--- src/rtl/cpot_pkg.sv ---
// ----------------------------------------------------------------------------
// cpot_pkg
// Shared types and constants of the convex polygon overlap test.
// ----------------------------------------------------------------------------
package cpot_pkg;

  // Default configuration of the block.
  localparam int MAX_VERTICES_DEF = 16;
  localparam int COORD_BITS_DEF   = 16;

  // A polygon needs at least this many vertices to be tested.
  localparam int MIN_VERTICES = 3;

  // Polygon codes carried by polygon_select.
  localparam logic POLY_FIRST  = 1'b0;
  localparam logic POLY_SECOND = 1'b1;

  // Sequencer states.
  typedef enum logic [2:0] {
    S_IDLE,
    S_EDGE_A,
    S_EDGE_B,
    S_EDGE_C,
    S_SCAN,
    S_DRAIN,
    S_CHECK,
    S_DONE
  } cpot_state_t;

  // Control that travels with one vertex into a projection lane.
  typedef struct packed {
    logic valid;
    logic first;
  } cpot_lane_ctl_t;

endpackage

--- src/rtl/cpot_store.sv ---
// ----------------------------------------------------------------------------
// cpot_store
// Vertex memory of one polygon: one write port, one registered read port.
// ----------------------------------------------------------------------------
module cpot_store #(
  parameter int DEPTH      = cpot_pkg::MAX_VERTICES_DEF,
  parameter int COORD_BITS = cpot_pkg::COORD_BITS_DEF
) (
  input  logic                         clk,
  input  logic                         we,
  input  logic [$clog2(DEPTH)-1:0]     waddr,
  input  logic [COORD_BITS-1:0]        wx,
  input  logic [COORD_BITS-1:0]        wy,
  input  logic [$clog2(DEPTH)-1:0]     raddr,
  output logic signed [COORD_BITS-1:0] rx,
  output logic signed [COORD_BITS-1:0] ry
);
  import cpot_pkg::*;

  logic [2*COORD_BITS-1:0] mem [DEPTH];
  logic [2*COORD_BITS-1:0] rdata;

  // Write and read ports; read data is registered and appears in the cycle after the address.
  always_ff @(posedge clk) begin
    if (we) begin
      mem[waddr] <= {wx, wy};
    end
    rdata <= mem[raddr];
  end

  assign rx = $signed(rdata[2*COORD_BITS-1:COORD_BITS]);
  assign ry = $signed(rdata[COORD_BITS-1:0]);

endmodule

--- config.mk ---
export PLATFORM = sky130hd
export DESIGN_NAME = cpot_store
export DESIGN_NICKNAME = d
export VERILOG_FILES = /design/src/rtl/cpot_pkg.sv /design/src/rtl/cpot_store.sv
export SDC_FILE = /design/constraint.sdc
export NUM_CORES = 1
export LEC_CHECK = 0
export BUFFER_PORTS_ARGS = -buffer_cell sky130_fd_sc_hd__buf_4
export CORE_MARGIN = 2
export CORE_UTILIZATION = 45
export CTS_CLUSTER_SIZE = 10
export DETAILED_ROUTE_END_ITERATION = 7
export MAX_ROUTING_LAYER = met4
export SYNTH_ARGS = -nofsm -noshare
export SYNTH_HDL_FRONTEND = slang
export SYNTH_SLANG_ARGS = --single-unit
export TNS_END_PERCENT = 100
--- constraint.sdc ---
create_clock -name clk -period 7.24 [get_ports clk]
set_clock_uncertainty 0.1 [all_clocks]
set_input_delay 2.172 -clock clk [delete_from_list [all_inputs] [get_ports clk]]
set_output_delay 2.172 -clock clk [all_outputs]
set_load 0.02 [all_outputs]
Word-level counts from Yosys, hierarchy flattened
Memories as Yosys holds them, arrays and structs flattened. A register that Yosys moved wholly into a read port is not among the register bits.
Index checks and enable logic that the tools add are counted.
{ "word_totals": {"reg_bits": 0, "latchBits": 0, "ramBits": 512, "rom_bits": 0, "word_cells": 3, "n_memories": 1} }
{ "classes": {"n_addsub": 0, "mul": 0, "div_mod_pow": 0, "n_lt_le_gt_ge": 0, "eq_ne": 0, "shift": 0, "muxes": 2, "n_bitwise": 0, "reduce_logical": 0} }
{ "memory_table": {"columns": ["name", "depth", "width", "rd", "rd_ports_with_merged_regs", "write_ports", "line", "text"], "rows": [
  ["mem", 16, 32, 1, 1, 1, "cpot_store.sv:20", "logic [2*COORD_BITS-1:0] mem [DEPTH];"]
]} }
{ "op_table": {"columns": ["operator", "count"], "rows": [
  ["two-way mux 1 bit", 2]
]} }

Depth between registers and ports, before layout
{ "depth": {"word_depth": 2, "depth_mapped": 5, "mapped_depth_nobuf": 3} }

Least setup slack after synthesis
Ideal clock, no wire load.
{ "synth_path": {"kind": "input port to flip-flop", "startpoint": "input waddr[2]", "endpoint": "memory mem[0][0] (netlist name), enable pin", "arrival_time_ns": 4.890, "required_time_ns": 6.679, "path_slack_ns": 1.788, "stages": 2, "n_path_buf": 0, "path_cell_list": "or3b_2 > nor3_1"} }
{ "synth_rtl": {"columns": ["item", "line", "text"], "rows": [
  ["start: declaration", "cpot_store.sv:11", "input logic [$clog2(DEPTH)-1:0] waddr,"],
  ["end: declaration", "cpot_store.sv:20", null]
]} }
Straight into the memory's write port.

==> reports/metrics.cfg <==
[critical_path]
startpoint_type = primary input
crit_fanout = 68
crit_required_ns = 7.63
worstPathArrival_ns = 4.30
path_class = primary input to flip-flop
cp-end-kind = flip-flop

[power_and_ir_drop]
p_leak_nw = 7.33
power_frac_comb = 0.052
power_w = 0.00662
seqPwrFrac = 0.535
power_density_nw_per_um2 = 288
ir_worst_vdd_v = 0.000201
pwr-share-clk = 0.413
power_switching_w = 0.00136
p_int_w = 0.00526
switching_share = 0.205

[sta]
rsz0062_at_grt = no
fin_ws_ns = 3.32
slew_headroom = 0.391
slew_violations = 0
fin_tns_setup_ns = 0
fin_crit_sh = 0.541
post-route-min-period_ns = 3.92
fmax_mhz = 255
tightest_slew_ns = 0.911
hold_violations = 0
setup_violations = 0

[synth]
netlist.area_leader.share = 0.774
synthTopCellsByArea = edfxtp_1, mux4_2, dfxtp_1
synth-edff-count = 512
yosysWarnings = 0
postSynthAreaPerCell_um2 = 23.7
synthFlopType = edfxtp_1
synth_nets = 880
async_flop_share = 0
synth_common_cells = edfxtp_1, mux4_2, a22oi_1
ys_seq_elements = 544
synth.most_common_cell = edfxtp_1
synth_area_leader_cell = edfxtp_1
syn_inst = 838
ys_types = 18
seq_area_frac_synth = 0.807
syn_area_um2 = 19900

[route]
ant_nets = 0
num_vias = 9094
firstDrtPassIters = 5
drt_iter0_markers = 916
routed_wl_um = 43500
drc = 0
vias_per_cell = 5.73
wl_per_cell_um = 27.4

[floorplanning]
core_area_um2 = 43300
fp.dieArea_um2 = 45800
fp.dieH_um = 214
start_util = 0.459
rows = 76
die_x_um = 214
io_pins = 74

[placement]
place_congestion = 0.690
hpwl_um = 20200
port_buffers = 73
dp_slack_ns = 2.62
dp.cells = 1478

[run_status]
status = completed

[cells_and_area]
fill_cells = 3309
fin_nets = 997
fin_util = 0.531
syn_to_final_growth_pct = 15.7
fin_cells = 1588
drive_gt1_frac = 0.308

[clocking]
insertion_delay_ns = 0.60
clock_path_buffers = 3
clk_pin_slew_ns = 0.06
htree_levels = 2
post_cts_buffers = 0
ctsResizeCount = 0
cts_root_buf = clkbuf_16
hold_buffers = 0
cts_tree = done
cts_buffers = 60
cts_num_sinks = 544

[grt]
grt_usage = 0.199
antenna_found_initial = 0
grt_pass1_wl_um = 64200
grt_overflow = 0
grt_max_degree = 69
grt_pass1_vias = 9587

[job]
cap_violations = 0

[worst_hold_path]
hp-class = flip-flop to flip-flop

metal layers:
| layer | global-route usage | up-vias | part of all wire |
|---|---|---|---|
| met5 | - | - | 0 |
| met4 | 0.0564 | 0 | 0.022 |
| met3 | 0.0374 | 78 | 0.068 |
| met2 | 0.304 | 322 | 0.48 |
| met1 | 0.278 | 4888 | 0.43 |
| li1 | - | 3806 | - |
metrics by stage:
| stage | hold WS (ns) | instance area (µm²) |
|---|---|---|
| after floorplan | 0.535 | 19900 |
| after global placement | 0.547 | 21200 |
| after global routing | 0.592 | 23000 |
| after CTS | 0.573 | 23000 |
| after detailed placement | 0.559 | 21200 |
| final | 0.567 | 23000 |
path summary, 6_finish.rpt:
| check | startpoint | to | slack (ns) | cells past startpoint |
|---|---|---|---|---|
| max | raddr[0] | rdata[20] | 3.32 | 5 |
| min | mem[14][7] | rdata[7] | 0.57 | 3 |
| max reg2reg | mem[10][2] | rdata[2] | 5.83 | 3 |
| min reg2reg | mem[14][7] | rdata[7] | 0.57 | 3 |
placed cells by master, fill, tap and decap left out, types with 2 or more instances in the layout:
master,n
nor2_4,13
nand2b_1,2
mux4_2,128
nor2b_4,2
nor3_2,4
dfxtp_1,32
nand2_1,33
clkbuf_16,61
buf_4,97
clkbuf_1,47
nand3b_1,2
edfxtp_1,512
a22oi_1,64
final cells by class:
cell class | instances | area [µm²] | share of cell area
Sequential cell | 544 | 16000 | 0.697
Tap cell | 585 | 732 | 0.0319
Timing Repair Buffer | 98 | 742 | 0.0323
Multi-Input combinational cell | 251 | 3750 | 0.163
Clock inverter | 1 | 30.0 | 0.00131
Clock buffer | 108 | 1700 | 0.0741
Antenna cell | 1 | 2.50 | 0.000109
flip-flops by register name, summed over array words and instances (netlist names):
register,cells
mem,512
rdata,32
cell families after synthesis:
kind of cell / synth area share
buf+inv: 0.0112
compound gates: 0.0242
flops: 0.807
mux: 0.145
simple gates: 0.0127
power groups by stage:
stage | Clock [W] | Combinational, W | Sequential [W]
global route | 0.00291 | 0.000370 | 0.00355
global placement | 0 | 0.000344 | 0.00361
CTS | 0.00279 | 0.000349 | 0.00355
finish | 0.00273 | 0.000342 | 0.00355
detailed placement | 0 | 0.000348 | 0.00361
floorplan | 0 | 0.000169 | 0.00363
critical path, stage by stage:
cell,delay (ns)
clkbuf_8,0.66
buf_4,0.55
mux4_2,0.57
a22oi_1,0.22
nand2_1,0.08
No activity file was read; power rests on OpenSTA's default activity.
