--- src/rtl/cpot_pkg.sv ---
// ----------------------------------------------------------------------------
// cpot_pkg
// Shared types and constants of the convex polygon overlap test.
// ----------------------------------------------------------------------------
package cpot_pkg;

  // Default configuration of the block.
  localparam int MAX_VERTICES_DEF = 16;
  localparam int COORD_BITS_DEF   = 16;

  // A polygon needs at least this many vertices to be tested.
  localparam int MIN_VERTICES = 3;

  // Polygon codes carried by polygon_select.
  localparam logic POLY_FIRST  = 1'b0;
  localparam logic POLY_SECOND = 1'b1;

  // Sequencer states.
  typedef enum logic [2:0] {
    S_IDLE,
    S_EDGE_A,
    S_EDGE_B,
    S_EDGE_C,
    S_SCAN,
    S_DRAIN,
    S_CHECK,
    S_DONE
  } cpot_state_t;

  // Control that travels with one vertex into a projection lane.
  typedef struct packed {
    logic valid;
    logic first;
  } cpot_lane_ctl_t;

endpackage

--- src/rtl/cpot_lane.sv ---
// ----------------------------------------------------------------------------
// cpot_lane
// Projection lane: projects a vertex stream onto an axis and tracks the
// minimum and maximum projection.
// ----------------------------------------------------------------------------
module cpot_lane #(
  parameter int COORD_BITS = cpot_pkg::COORD_BITS_DEF
) (
  input  logic                            clk,
  input  logic                            rst,
  input  cpot_pkg::cpot_lane_ctl_t        ctl,
  input  logic signed [COORD_BITS:0]      ax,
  input  logic signed [COORD_BITS:0]      ay,
  input  logic signed [COORD_BITS-1:0]    x,
  input  logic signed [COORD_BITS-1:0]    y,
  output logic                            busy,
  output logic signed [2*COORD_BITS+1:0]  lo,
  output logic signed [2*COORD_BITS+1:0]  hi
);
  import cpot_pkg::*;

  localparam int PW = 2 * COORD_BITS + 2;
  localparam int MW = 2 * COORD_BITS + 1;

  logic                          v2;
  logic                          f2;
  logic signed [2*COORD_BITS:0]  px;
  logic signed [2*COORD_BITS:0]  py;
  logic                          v3;
  logic                          f3;
  logic signed [PW-1:0]          dot;

  // Stage valid bits.
  always_ff @(posedge clk) begin
    if (rst) begin
      v2 <= 1'b0;
      v3 <= 1'b0;
    end else begin
      v2 <= ctl.valid;
      v3 <= v2;
    end
  end

  // Products, then their sum.
  always_ff @(posedge clk) begin
    f2  <= ctl.first;
    px  <= MW'(ax) * MW'(x);
    py  <= MW'(ay) * MW'(y);
    f3  <= f2;
    dot <= PW'(px) + PW'(py);
  end

  // Interval update; the first vertex of a pass restarts the interval.
  always_ff @(posedge clk) begin
    if (v3) begin
      if (f3) begin
        lo <= dot;
        hi <= dot;
      end else begin
        if (dot < lo) begin
          lo <= dot;
        end
        if (dot > hi) begin
          hi <= dot;
        end
      end
    end
  end

  assign busy = v2 | v3;

endmodule

--- config.mk ---
export PLATFORM = sky130hd
export DESIGN_NAME = cpot_lane
export DESIGN_NICKNAME = d
export VERILOG_FILES = /design/src/rtl/cpot_pkg.sv /design/src/rtl/cpot_lane.sv
export SDC_FILE = /design/constraint.sdc
export NUM_CORES = 2
export LEC_CHECK = 0
export CAP_MARGIN = 20
export CORE_MARGIN = 1.5
export CORE_UTILIZATION = 50
export CTS_BUF_LIST = sky130_fd_sc_hd__clkbuf_8
export CTS_CLUSTER_DIAMETER = 50
export DETAILED_ROUTE_END_ITERATION = 12
export DONT_BUFFER_PORTS = 1
export GPL_ROUTABILITY_DRIVEN = 0
export PLACE_DENSITY = 0.74
export SYNTH_ARGS = -nofsm -noshare
export SYNTH_HDL_FRONTEND = slang
export SYNTH_SLANG_ARGS = --single-unit
--- constraint.sdc ---
create_clock -name clk -period 16.2 [get_ports clk]
set_input_delay 0.81 -clock clk [delete_from_list [all_inputs] [get_ports clk]]
set_output_delay 0.81 -clock clk [all_outputs]
set_load 0.01 [all_outputs]
Word-level counts from Yosys, hierarchy flattened
Index checks and enable logic that the tools add are counted.
{"block": "word_totals", "output_inout_bits": 69, "input_bits": 70, "register_bits": 172}
{"block": "classes", "n_mul": 2, "n_reduce_logical": 4, "add_sub_neg": 1, "magnitude_cmp": 2, "mux": 4, "bitwise": 1}
{"op": "$mux 34", "count": 4}
{"op": "$mul 17x16->33", "count": 2}
{"op": "$add 33x33->34", "count": 1}
{"op": "$gt 34x34->1", "count": 1}
{"op": "$lt 34x34->1", "count": 1}
{"op": "$reduce_and 2->1", "count": 2}
{"op": "$reduce_bool 2->1", "count": 2}
{"op": "$or 1x1->1", "count": 1}

Logic depth before layout (Yosys ltp)
{"block": "depth", "word_depth": 3, "mapped_depth": 24, "ltp_nobuf": 23}

Least setup slack after synthesis
No wires, ideal clock.
{"block": "synth_path", "kind": "input-to-reg", "startpoint": "input port y[7]", "endpoint": "register py[31]", "required_time_ns": 16.128, "setup_ns": 0.072, "slack_ns": 9.800, "n_path_buf": 2, "stages": 21, "t_arrival_ns": 6.328, "path_cell_list": "clkbuf_1 clkbuf_1 nand2_1 fa_1 inv_1 fa_1 fa_1 fa_1 fa_1 inv_1 fa_1 inv_1 ha_1 a21o_1 a21o_1 or3_1 nor4b_2 a21oi_1 a211o_1 a21oi_2 xnor2_1"}
{"block": "synth_between", "elab_chain_cells": 1}
{"element": "from (decl)", "line_no": "cpot_lane.sv:15", "text": "input logic signed [COORD_BITS-1:0] y,"}
{"element": "$mul 17x16->33", "line_no": "cpot_lane.sv:48", "text": "py <= MW'(ay) * MW'(y);"}
{"element": "to (signal assigned)", "line_no": "cpot_lane.sv:48"}
{"element": "to (decl)", "line_no": "cpot_lane.sv:28", "text": "logic signed [2*COORD_BITS:0] py;"}
No other way between the ends.
A chain may end at the register's enable or synchronous reset.

Worst setup path after layout
{"block": "layout_path", "startpoint": "input port ax[16]", "endpoint": "register px[31]"}
{"block": "layout_between", "elab_chain_cells": 1}
{"element": "from (decl)", "line_no": "cpot_lane.sv:12", "text": "input logic signed [COORD_BITS:0] ax,"}
{"element": "$mul 17x16->33", "line_no": "cpot_lane.sv:47", "text": "px <= MW'(ax) * MW'(x);"}
{"element": "to (signal assigned)", "line_no": "cpot_lane.sv:47"}
{"element": "to (decl)", "line_no": "cpot_lane.sv:27", "text": "logic signed [2*COORD_BITS:0] px;"}
No other way between the ends.

==> results.toml <==
[outcome]
status = "finished, final reports clean"

[timing]
period_share = 0.373
finClkSkew_ns = 0.0237
min_period_ns = 6.05
rsz0062_at_grt = "no"
final_max_slew_viol_count = 0
hold_viol = 0
fmax_mhz = 165
whs_ns = 0.349
worst_pin_slew_ns = 0.633
relSlewSlack = 0.572
setup_tns_ns = 0
setup_viol_count_final = 0

[setup_path]
start_kind = "primary input"
required_ns = 16.59
r2r_slack_ns = 12.88
timing.rr.start = "lo[1]"
crit_end = "px[31]"
cp_data_arrival_time_ns = 6.44
critPathKind = "primary input to flop"
path_max_fanout = 16
crit_path_end_kind = "flop"
crit_start = "ax[16]"
r2r_cells = 10
r2r-end = "lo[1]"

[layout]
area_growth_pct = 3.97
mostFrequentLayoutCells = "699 x inv_1, 553 x fa_1, 296 x nand2_1, 268 x ha_1, 258 x and2_1"
num_antenna_cells = 0
layout-drive-gt1-share = 0.0215
layout.cells.non_filler = 3633
fin_area_mm2 = 0.0293
fin_nets = 3763
final_common_cell = "inv_1"

[cts]
cts_tree = "yes"
path_clk_slew_ns = 0.09
cts_hold_buf = 0
postCtsSetupBuffers = 0
cts_root_buffer = "clkbuf_8"
cts_max_level = 4
clock_path_buffers = 2
insertion_delay_ns = 0.47
clkSinkCount = 172
cts_resized = 0
cts_buffers = 17

[logic_synthesis]
synthFlopType = "dfxtp_1"
synth.avg_cell_area_um2 = 9.62
synth_seq_cells = 172
seq_area_frac_synth = 0.147
yosys_warnings = 0
synth_edf_count = 68
synth_cells = 2925
syn_nets = 3816
async_flop_share = 0
ys_types = 72
synth_area_mm2 = 0.0281

[global_route]
grtUsageTotal = 0.225
grt_pass1_vias = 20810
overflow = 0
grt_pass1_wl_um = 102000
grt_max_degree = 35
antenna_found_initial = 0

[placed_design]
placed_cells = 3600
postPlaceCellArea_mm2 = 0.0288
dp.final_hpwl_um = 50200
portBuffers = 0

[floorplanning]
die_y_um = 240
fp-row-count = 86
die-area_mm2 = 0.0577
dieWidth_um = 240
ios = 139
coreArea_mm2 = 0.0553
start_util = 0.509

[routing]
dr.first_iter.drc_count = 1170
wl_um = 60800
drt_first_pass_iters = 6
ant_nets = 0
vias = 19200
drcViolationCount = 0
vias_per_cell = 5.28
wl_per_cell_um = 16.7

[flow_run]
drv_cap = 0

[worst_hold_path]
hp-class = "flop to flop"
==> kinds of logic (layout without fill, tap and decap cells) <==
kind of cell             Yosys count  in the layout  synth area share
AND/OR/NAND/NOR                  773            773             0.137
AO/OA/AOI/OAI                    290            290            0.0704
buffers and inverters            770            730             0.103
adder cells (fa/ha/maj)          821            821             0.513
multiplexers                       2              2          0.000711
flip-flops                       172            172             0.147
XOR/XNOR                          97             97            0.0302
==> stage by stage <==
stage	setup slack (ns)	util
floorplan	9.80	-
global placement	9.78	0.521
detailed placement	9.70	0.521
CTS	10.20	0.529
global route	9.85	0.529
finish	10.15	0.529
==> area by class of cell <==
cell class / count / area (µm²)
inverters: 696 / 2610
repair buffers: 2 / 35.0
fillers: 4958 / 26000
flip-flops and latches: 172 / 4120
well taps: 748 / 936
clock inverters: 15 / 174
multi-input cells: 1983 / 21100
clock buffers: 17 / 234
==> registers in the layout, summed over array words and instances (netlist names) <==
name,flops
hi,34
f3,1
v3,1
py,33
px,33
lo,34
v2,1
dot,34
f2,1
==> synth_stat cells (all sizes together) (3+ instances only) <==
library cell	number	share of area
o21a	8	0.0021
nand4	18	0.0040
nand3	22	0.0039
nor2	86	0.011
a2111oi	4	0.0015
dfxtp	104	0.074
o21bai	13	0.0035
or2	3	0.00067
or3	4	0.00089
a21boi	4	0.0012
and3	13	0.0029
a211oi	17	0.0056
xnor2	77	0.024
a31oi	3	0.00067
o21ai	51	0.0091
o211ai	10	0.0028
nand2	296	0.039
and2	259	0.058
nor3	22	0.0039
nor4	5	0.0011
a31o	3	0.00093
o311ai	3	0.00093
inv	696	0.093
a21o	48	0.013
a211o	4	0.0012
nand2b	20	0.0044
edfxtp	68	0.073
buf	3	0.00044
nor2b	17	0.0038
a221oi	5	0.0016
fa	553	0.39
o2111ai	6	0.0021
clkbuf	71	0.0095
xor2	20	0.0062
a21oi	95	0.018
ha	268	0.12
==> worst min-delay path by stage <==
stage,startpoint,end,slack [ns],depth (start not counted)
finish,f2,f3,0.35,0
global route,ctl[0],f2,0.33,0
CTS,ctl[0],f2,0.33,0
detailed placement,f2,f3,0.34,0
global placement,f2,f3,0.33,0
floorplan,f2,f3,0.31,0
==> worst max-delay path, cell delays in order <==
cell and delay (ns):
nand2_1 0.10, inv_1 0.09, fa_1 0.70, inv_1 0.10, fa_1 0.53, inv_1 0.05, fa_1 0.50, inv_1 0.06
fa_1 0.46, fa_1 0.48, fa_1 0.49, inv_1 0.04, ha_1 0.35, a21oi_2 0.25, o21bai_1 0.10, a211o_1 0.29
a221o_1 0.31, a21oi_2 0.19, o21ai_1 0.14, o41ai_2 0.24, xnor2_1 0.16
==> routing by layer <==
layer | GRT usage | wire [µm] | up-vias
met5 | 0 | 0 | -
met4 | 0.0941 | 2500 | 0
met3 | 0.0293 | 3290 | 150
met2 | 0.394 | 30800 | 546
met1 | 0.281 | 24200 | 9692
li1 | - | - | 8812
Power is left out: the tool's default activity adds up to more than one toggle a clock period on the data nets, which glitch-free logic cannot reach.
